==> src/hdl/ilid_pkg.sv <==
`timescale 1ns / 1ps
// ----------------------------------------------------------------------------
// ilid_pkg
// Shared types and codes for the indexed list insert/delete unit.
// ----------------------------------------------------------------------------
package ilid_pkg;

   typedef enum logic [1:0] {
      CMD_INSERT = 2'd0,
      CMD_GET    = 2'd1,
      CMD_DELETE = 2'd2,
      CMD_CLEAR  = 2'd3
   } cmd_type;

   typedef enum logic [1:0] {
      ST_OK         = 2'd0,
      ST_FULL       = 2'd1,
      ST_BEYOND_CAP = 2'd2,
      ST_BEYOND_LEN = 2'd3
   } status_type;

   localparam int REQ_TDATA_BITS = 40;
   localparam int RSP_TDATA_BITS = 40;
   localparam int CSR_ADDR_BITS  = 3;
   localparam int CSR_DATA_BITS  = 32;
   localparam int LEN_BITS       = 5;
   localparam int POS_BITS       = 4;
   localparam int DATA_BITS      = 32;
   localparam int LEN_LIMIT      = 31;

   localparam logic [CSR_ADDR_BITS-1:0] CSR_CAPACITY_ADDR = 3'd0;
   localparam logic [LEN_BITS-1:0]      CAPACITY_RESET    = 5'd16;

   // Broadcast control from the command decode to every cell.
   typedef struct packed {
      logic                shift_up;
      logic                shift_down;
      logic [LEN_BITS-1:0] pos;
   } cell_ctl_type;

endpackage

==> src/hdl/ilid_cell.sv <==
`timescale 1ns / 1ps
// ----------------------------------------------------------------------------
// ilid_cell
// One list slot: holds a word, takes a neighbor's word or the new word on insert/delete.
// ----------------------------------------------------------------------------
module ilid_cell
   import ilid_pkg::*;
#(
   parameter int IDX = 0,
   parameter int SW  = 32
) (
   input  logic         clock,
   input  cell_ctl_type ctl,
   input  logic [SW-1:0] word_in,
   input  logic [SW-1:0] left_in,
   input  logic [SW-1:0] right_in,
   output logic [SW-1:0] entry_out,
   output logic [SW-1:0] read_out
);

   localparam logic [LEN_BITS-1:0] MY_IDX = LEN_BITS'(IDX);

   logic [SW-1:0] entry_ff;
   logic [SW-1:0] entry_in;

   always_comb begin
      entry_in = entry_ff;
      if (ctl.shift_up) begin
         if (MY_IDX > ctl.pos) begin
            entry_in = left_in;
         end else if (MY_IDX == ctl.pos) begin
            entry_in = word_in;
         end
      end else if (ctl.shift_down && (MY_IDX >= ctl.pos)) begin
         entry_in = right_in;
      end
   end

   always_ff @(posedge clock) begin
      entry_ff <= entry_in;
   end

   assign entry_out = entry_ff;
   assign read_out  = (MY_IDX == ctl.pos) ? entry_ff : '0;

endmodule

==> src/hdl/indexed_list_insert_delete_unit.sv <==
`timescale 1ns / 1ps
// ----------------------------------------------------------------------------
// indexed_list_insert_delete_unit
// Ordered list of words in a row of register cells with insert, get, delete
// and clear at a position.
// ----------------------------------------------------------------------------
// channel  dir  beat contents
// req_     in   tuser: cmd[1:0]; tdata: pos[3:0], value[35:4]
// rsp_     out  tdata: status[1:0], data_out[33:2], count[38:34]
// csr_     in   APB, capacity at 0x0
//
// One command per cycle while req_tready is high; the registered result shows in the cycle after acceptance.
// The cells at and above the position shift in the accepting cycle.
// The result register frees req_tready as soon as rsp_tready takes it.
// Reset empties the list, drops any pending result and sets capacity to 16.
// ----------------------------------------------------------------------------
module indexed_list_insert_delete_unit
   import ilid_pkg::*;
#(
   parameter int DEPTH     = 16,
   parameter int WORD_BITS = 32
) (
   input  logic                      clock,
   input  logic                      reset,
   input  logic                      req_tvalid,
   output logic                      req_tready,
   input  logic [REQ_TDATA_BITS-1:0] req_tdata,  // pos, value, pad
   input  logic [1:0]                req_tuser,  // cmd
   output logic                      rsp_tvalid,
   input  logic                      rsp_tready,
   output logic [RSP_TDATA_BITS-1:0] rsp_tdata,  // status, data_out, count, pad
   input  logic                      csr_psel,
   input  logic                      csr_penable,
   input  logic                      csr_pwrite,
   input  logic [CSR_ADDR_BITS-1:0]  csr_paddr,
   input  logic [CSR_DATA_BITS-1:0]  csr_pwdata,
   output logic [CSR_DATA_BITS-1:0]  csr_prdata,
   output logic                      csr_pready
);

   localparam int NCELL = (DEPTH < LEN_LIMIT) ? DEPTH : LEN_LIMIT;
   localparam int SW    = (WORD_BITS < DATA_BITS) ? WORD_BITS : DATA_BITS;
   localparam logic [LEN_BITS-1:0] CAP_LIMIT = LEN_BITS'(NCELL);

   logic [LEN_BITS-1:0]  capacity_ff, capacity_in;
   logic [LEN_BITS-1:0]  len_ff, len_in;
   logic                 rsp_valid_ff, rsp_valid_in;
   status_type           rsp_status_ff, rsp_status_in;
   logic [DATA_BITS-1:0] rsp_data_ff, rsp_data_in;
   logic [LEN_BITS-1:0]  rsp_count_ff;

   logic                 accept;
   cmd_type              cmd;
   logic [LEN_BITS-1:0]  pos;
   logic [LEN_BITS-1:0]  cap_eff;
   logic [SW-1:0]        word;
   logic [SW-1:0]        read_data;
   cell_ctl_type         ctl;

   logic [SW-1:0] entry_w [NCELL];
   logic [SW-1:0] read_w  [NCELL];

   // configuration
   always_comb begin
      capacity_in = capacity_ff;
      if (csr_psel && csr_penable && csr_pwrite && (csr_paddr == CSR_CAPACITY_ADDR)) begin
         capacity_in = csr_pwdata[LEN_BITS-1:0];
      end
   end

   assign csr_pready = 1'b1;
   assign csr_prdata = (csr_paddr == CSR_CAPACITY_ADDR) ? CSR_DATA_BITS'(capacity_ff) : '0;

   // command decode
   assign req_tready = !rsp_valid_ff || rsp_tready;
   assign accept     = req_tvalid && req_tready;
   assign cmd        = cmd_type'(req_tuser);
   assign pos        = {1'b0, req_tdata[POS_BITS-1:0]};
   assign word       = req_tdata[POS_BITS +: SW];
   assign cap_eff    = (capacity_ff > CAP_LIMIT) ? CAP_LIMIT : capacity_ff;

   always_comb begin
      read_data = '0;
      for (int i = 0; i < NCELL; i++) begin
         read_data = read_data | read_w[i];
      end
   end

   always_comb begin
      len_in         = len_ff;
      rsp_status_in  = ST_OK;
      ctl.shift_up   = 1'b0;
      ctl.shift_down = 1'b0;
      ctl.pos        = pos;
      unique case (cmd)
         CMD_INSERT: begin
            if (len_ff >= cap_eff) begin
               rsp_status_in = ST_FULL;
            end else if (pos >= cap_eff) begin
               rsp_status_in = ST_BEYOND_CAP;
            end else begin
               ctl.shift_up = accept;
               ctl.pos      = (pos > len_ff) ? len_ff : pos;
               len_in       = len_ff + 1'b1;
            end
         end
         CMD_GET, CMD_DELETE: begin
            if (pos >= len_ff) begin
               rsp_status_in = ST_BEYOND_LEN;
            end else if (cmd == CMD_DELETE) begin
               ctl.shift_down = accept;
               len_in         = len_ff - 1'b1;
            end
         end
         CMD_CLEAR: begin
            len_in = '0;
         end
      endcase
   end

   assign rsp_data_in = ((cmd == CMD_GET || cmd == CMD_DELETE) && (rsp_status_in == ST_OK))
                        ? DATA_BITS'(read_data) : '0;

   always_comb begin
      rsp_valid_in = rsp_valid_ff && !rsp_tready;
      if (accept) begin
         rsp_valid_in = 1'b1;
      end
   end

   // cell row
   for (genvar g = 0; g < NCELL; g++) begin : g_cell
      logic [SW-1:0] left_w;
      logic [SW-1:0] right_w;
      if (g == 0) begin : g_first
         assign left_w = word;
      end else begin : g_inner
         assign left_w = entry_w[g-1];
      end
      if (g == NCELL - 1) begin : g_last
         assign right_w = entry_w[g];
      end else begin : g_body
         assign right_w = entry_w[g+1];
      end
      ilid_cell #(
         .IDX (g),
         .SW  (SW)
      ) u_cell (
         .clock     (clock),
         .ctl       (ctl),
         .word_in   (word),
         .left_in   (left_w),
         .right_in  (right_w),
         .entry_out (entry_w[g]),
         .read_out  (read_w[g])
      );
   end

   always_ff @(posedge clock) begin
      if (reset) begin
         capacity_ff  <= CAPACITY_RESET;
         len_ff       <= '0;
         rsp_valid_ff <= 1'b0;
      end else begin
         capacity_ff  <= capacity_in;
         rsp_valid_ff <= rsp_valid_in;
         if (accept) begin
            len_ff <= len_in;
         end
      end
   end

   always_ff @(posedge clock) begin
      if (accept) begin
         rsp_status_ff <= rsp_status_in;
         rsp_data_ff   <= rsp_data_in;
         rsp_count_ff  <= len_in;
      end
   end

   assign rsp_tvalid = rsp_valid_ff;
   assign rsp_tdata  = {1'b0, rsp_count_ff, rsp_data_ff, rsp_status_ff};

endmodule

==> config.mk <==
export PLATFORM = sky130hd
export DESIGN_NAME = indexed_list_insert_delete_unit
export DESIGN_NICKNAME = d
export VERILOG_FILES = /design/src/hdl/ilid_pkg.sv /design/src/hdl/ilid_cell.sv /design/src/hdl/indexed_list_insert_delete_unit.sv
export SDC_FILE = /design/constraint.sdc
export NUM_CORES = 2
export LEC_CHECK = 0
export BUFFER_PORTS_ARGS = -buffer_cell sky130_fd_sc_hd__buf_2
export CAP_MARGIN = 15
export CORE_MARGIN = 1.5
export CORE_UTILIZATION = 35
export DETAILED_ROUTE_END_ITERATION = 10
export GPL_ROUTABILITY_DRIVEN = 0
export PLACE_DENSITY = 0.58
export SLEW_MARGIN = 10
export SYNTH_ARGS = -nofsm -noshare
export SYNTH_HDL_FRONTEND = slang
export SYNTH_HIERARCHICAL = 1
export SYNTH_SLANG_ARGS = --single-unit
==> constraint.sdc <==
create_clock -name clock -period 10.4 [get_ports clock]
set_input_delay 1.04 -clock clock [delete_from_list [all_inputs] [get_ports clock]]
set_output_delay 1.04 -clock clock [all_outputs]
set_load 0.01 [all_outputs]
* After elaboration in Yosys (flattened, before gate mapping)
Index checks and enable logic that the tools add are counted.
Storage, ports and cells: flip-flop bits (word level) 562, bits of input ports 84, word-level logic and storage cells 270
Operators by class: order comparisons 36, add/sub/neg operators 2, eq/ne operators 33, bitwise logic cells 15, multiplexer cells 100, reductions and logical operators 62
Operator list (count):
- 2-to-1 mux 32 bit | 78
- OR 32 bit | 15
- 2-to-1 mux 5 bit | 10
- != test 3 x 1 -> 1 bit, second input constant | 15
- == test 4 x 5 -> 1 bit, first input constant | 8
- > comparator 4 x 5 -> 1 bit, first input constant | 8
- >= comparator 4 x 5 -> 1 bit, first input constant | 7
- AND reduction 2 bit | 16
- nonzero test 2 bit | 16
- logical AND 1 bit | 21
- == test 3 x 5 -> 1 bit, first input constant | 4
- >= comparator 3 x 5 -> 1 bit, first input constant | 4
- > comparator 3 x 5 -> 1 bit, first input constant | 4
- one-hot mux 5 bit (3 select lines) | 1
- == test 2 x 5 -> 1 bit, first input constant | 2
- >= comparator 1 x 5 -> 1 bit, first input constant | 2
- >= comparator 2 x 5 -> 1 bit, first input constant | 2
- >= comparator 4 x 5 -> 1 bit | 2
- > comparator 1 x 5 -> 1 bit, first input constant | 2
- > comparator 2 x 5 -> 1 bit, first input constant | 2
- 2-to-1 mux 1 bit | 7
- 2-to-1 mux 2 bit | 3
- adder 5 x 1 -> 5 bit, second input constant | 1
- == test 1 x 5 -> 1 bit, first input constant | 1
- other kinds (13) | 17

* Depth between registers and ports, before layout
depth in word-level cells 23, depth in mapped cells 18, mapped depth without buffers 16

* Hierarchy
The synthesis kept the hierarchy.
By module, submodules not included:
- indexed_list_insert_delete_unit | cells each 476, area each 4053.9 um^2, times used 1, sequential area each 1391.3 um^2
- ilid_cell at g_cell[4].u_cell | cells each 229, area each 2368.5 um^2, times used 1, sequential area each 960.9 um^2
- ilid_cell at g_cell[8].u_cell | cells each 256, area each 2356.0 um^2, times used 1, sequential area each 960.9 um^2
- ilid_cell at g_cell[11].u_cell | cells each 224, area each 2277.2 um^2, times used 1, sequential area each 960.9 um^2
- ilid_cell at g_cell[9].u_cell | cells each 221, area each 2114.5 um^2, times used 1, sequential area each 960.9 um^2
- ilid_cell at g_cell[13].u_cell | cells each 221, area each 2104.5 um^2, times used 1, sequential area each 960.9 um^2
- ilid_cell at g_cell[1].u_cell | cells each 222, area each 2070.7 um^2, times used 1, sequential area each 960.9 um^2
- ilid_cell at g_cell[5].u_cell | cells each 222, area each 1969.4 um^2, times used 1, sequential area each 960.9 um^2
- ilid_cell at g_cell[3].u_cell | cells each 214, area each 1903.1 um^2, times used 1, sequential area each 960.9 um^2
- ilid_cell at g_cell[15].u_cell | cells each 214, area each 1889.3 um^2, times used 1, sequential area each 960.9 um^2
- ilid_cell at g_cell[14].u_cell | cells each 214, area each 1888.1 um^2, times used 1, sequential area each 960.9 um^2
- ilid_cell at g_cell[2].u_cell | cells each 177, area each 1881.8 um^2, times used 1, sequential area each 960.9 um^2
- ilid_cell at g_cell[6].u_cell | cells each 177, area each 1878.1 um^2, times used 1, sequential area each 960.9 um^2
- ilid_cell at g_cell[7].u_cell | cells each 214, area each 1869.3 um^2, times used 1, sequential area each 960.9 um^2
- +3 rows

* Worst setup path before layout
OpenSTA, ideal clock, no wires.
kind input to register, from input port rsp_tready, to register g_cell[4].u_cell.entry_ff[0] (enable), stages 9, data arrival time 9174 ps, library setup time 595 ps, path slack 631 ps, cell sequence nand2b_1 nand2_1 inv_1 clkbuf_1 and3_1 clkbuf_1 buf_2 nor2_1 a2111oi_0
RTL lines:
- start: declaration | line indexed_list_insert_delete_unit.sv:30 | input logic rsp_tready,
- end signal: assignment | line ilid_cell.sv:40 | entry_ff <= entry_in;
- end: declaration | line ilid_cell.sv:23 | logic [SW-1:0] entry_ff;

==> results.py <==
metrics = {
    "logic_synthesis": {
        "yosys.area.top_type": "edfxtp_1",
        "synthSimpleGateAreaFrac": 0.282,
        "synthTopCellsByArea": "edfxtp_1 (46%), and2_1 (6.2%), a31oi_1 (5.7%)",
        "synth_area_um2": 36100,
        "yosysSeqAreaShare": 0.464,
        "synthesis.instances": 3755,
        "ys_types": 97,
        "ys.flop_type": "edfxtp_1",
        "synth_mux_area_frac": 0.0303,
        "yosys_warnings": 6,
        "synth_xor_area_frac": 0,
        "yosysTopAreaCellShare": 0.458,
        "async_reset_ff_frac": 0,
        "synth_top_family_by_area": "simple AND/OR/NAND/NOR gates",
        "yosys_register_bits": 562,
        "synth-compound-area-share": 0.146,
        "synthAdderAreaFrac": 0.00658,
        "syn_avg_cell_area_um2": 9.62,
        "synth_edf_count": 551,
    },
    "sta": {
        "fmax_mhz": 160,
        "hold_viol": 0,
        "setup_ws_ps": 4140,
        "finalCritPeriodShare": 0.602,
        "tightestPinTransition_ps": 1260,
        "setup_violations": 0,
        "drv_slew": 0,
        "slew_headroom": 0.158,
        "rsz0062_at_grt": "false",
        "holdWs_ps": 524,
        "min_period_ps": 6260,
        "fin_setup_tns_ps": 0,
        "clock_skew_ps": 41.9,
    },
    "global_routing": {
        "top_usage_layer": "met2",
        "grt_pass1_vias": 29000,
        "use_met1": 0.351,
        "antenna_found_initial": 9,
        "grt.overflow.total": 0,
        "grt_first_pass_wirelength_um": 200000,
        "met3_usage": 0.0657,
        "grt_use_met2": 0.398,
        "grt_max_degree": 224,
        "grt_use_total": 0.258,
    },
    "clock_network": {
        "cts_root_buf": "clkbuf_16",
        "clk_latency_ps": 650,
        "cts_resized": 0,
        "clockBufferDepth": 3,
        "htreeDepth": 3,
        "clock_sink_count": 562,
        "cts_tree": "yes",
        "cts_hold_buf": 0,
        "cts_buffers": 71,
        "post-cts-setup-buffers": 0,
        "clk_pin_slew_ps": 60,
    },
    "die": {
        "start_util": 0.354,
        "dieArea_um2": 105000,
        "fp-row-count": 117,
        "die_w_um": 324,
        "die_height_um": 324,
        "io_pins": 159,
        "core_um2": 102000,
    },
    "power": {
        "power.density_nw_per_um2": 146,
        "p_leak_nw": 13.7,
        "total_power_mw": 5.78,
        "ir_drop_uv": 105,
    },
    "setup_path": {
        "crit_start": "req_tdata[0]",
        "cp.required_ps": 10750,
        "path_class": "in -> reg",
        "start_kind": "input port",
        "r2r_start": "capacity_ff[4]$_SDFFE_PP1P_",
        "worstPathMaxFanout": 39,
        "arrival_ps": 6610,
        "end_kind": "register",
    },
    "routing": {
        "drt-initial-drc-count": 4167,
        "num_vias": 30800,
        "drc_errors": 0,
        "ant_nets": 0,
        "vias_per_cell": 5.97,
        "wl_per_cell_um": 26.7,
        "wl_um": 138000,
        "drt_first_pass_iters": 6,
    },
    "flow_run": {
        "max_cap_violations": 0,
    },
    "worst_hold_path": {
        "hp-class": "reg -> reg",
        "hold_path.startpoint": "capacity_ff[0]$_SDFFE_PP0P_",
    },
    "finish": {
        "final_cell_mix": "edfxtp_1 (551), nor2_1 (439), nand2_1 (439)",
        "layout_commonest_cell": "edfxtp_1",
        "fin_nets": 3838,
        "synthToLayoutAreaGrowth_pct": 9.60,
        "final_area_um2": 39600,
        "final_layout_size_suffix_gt1_frac": 0.140,
    },
    "placement": {
        "hpwlAfterDp_um": 77800,
        "buffer_ports.inserted": 98,
        "pre_cts_ws_ps": 3710,
        "placed_area_um2": 37400,
    },
    "status": {
        "status": "finished clean",
    },
}
-- sequential cells by signal (all words and copies together) (netlist names) --
name / cells
rsp_count_ff: 5
len_ff: 5
rsp_status_ff: 2
rsp_data_ff: 32
rsp_tvalid: 1
g_cell.u_cell/entry_out: 512
capacity_ff: 5
-- worst max-delay path, cell delays in order --
cell	delay (ps)
buf_2	90
inv_1	160
ha_1	270
nand2b_4	150
a2111oi_4	390
nor4_4	160
nor2_4	190
nand3_2	200
mux2_4	780
buf_4	700
or4_4	650
buf_4	470
nor3b_2	90
nor4_1	800
nand4_1	200
nand2_1	120
nor2_1	50
-- logic make-up after synthesis --
family | Yosys count
AND/OR/NAND/NOR | 1847
flip-flops | 562
other | 2
adder cells (fa/ha/maj) | 19
multiplexers | 105
AO/OA/AOI/OAI | 756
buffers and inverters | 464
-- worst paths after layout --
| check | to | slack [ps] | cells past startpoint |
|---|---|---|---|
| hold / removal | capacity_ff[0]$_SDFFE_PP0P_ | 520 | 2 |
| hold reg to reg | capacity_ff[0]$_SDFFE_PP0P_ | 520 | 2 |
| setup / recovery | rsp_data_ff[6]$_SDFFCE_PN0P_ | 4140 | 17 |
| setup reg to reg | rsp_data_ff[6]$_SDFFCE_PN0P_ | 4210 | 16 |
-- where the power goes --
part / leakage [nW] / total [mW] / switching (mW) / internal, mW
Clock: 1.05 / 2.41 / 1.03 / 1.38
Combinational: 7.56 / 0.803 / 0.594 / 0.209
Sequential: 5.11 / 2.57 / 0.0300 / 2.54
Total: 13.7 / 5.78 / 1.65 / 4.13
-- layout make-up --
type                       count  area [µm²]
antenna                        1        2.50
timing repair buffer         179        1170
clock buffer                  89        1930
sequential                   562       16800
fill                       10100       62400
tap                         1368        1710
clock inverter                34         233
multi-input combinational   2810       17400
inverter                     111         417
-- cell usage after synthesis, types with 35 or more instances --
| master | n |
|---|---|
| mux2_2 | 35 |
| edfxtp_1 | 551 |
| nand4_1 | 66 |
| buf_6 | 58 |
| nand3_1 | 40 |
| nor4_1 | 131 |
| mux2i_1 | 70 |
| a21oi_1 | 78 |
| clkbuf_1 | 163 |
| buf_4 | 43 |
| o21ai_1 | 50 |
| nand3b_1 | 96 |
| inv_1 | 111 |
| a31oi_1 | 328 |
| o21ai_0 | 111 |
| nand2_1 | 439 |
| buf_2 | 54 |
| nor3b_2 | 60 |
| nor2_1 | 444 |
| and2_1 | 357 |
-- through the flow --
stage	utilization	std cells
5_1_grt	0.388	5154
2_1_floorplan	-	3836
6_report	0.388	5154
3_3_place_gp	0.366	5026
4_1_cts	0.388	5151
3_5_place_dp	0.367	5028
-- per-layer routing --
layer | vias to the layer above | routed length, µm
li1 | 13600 | -
met4 | 6 | 4380
met2 | 1775 | 61200
met5 | - | 29
met1 | 15100 | 57000
met3 | 299 | 15000
Note: power is estimated with default switching activity, not from simulation.
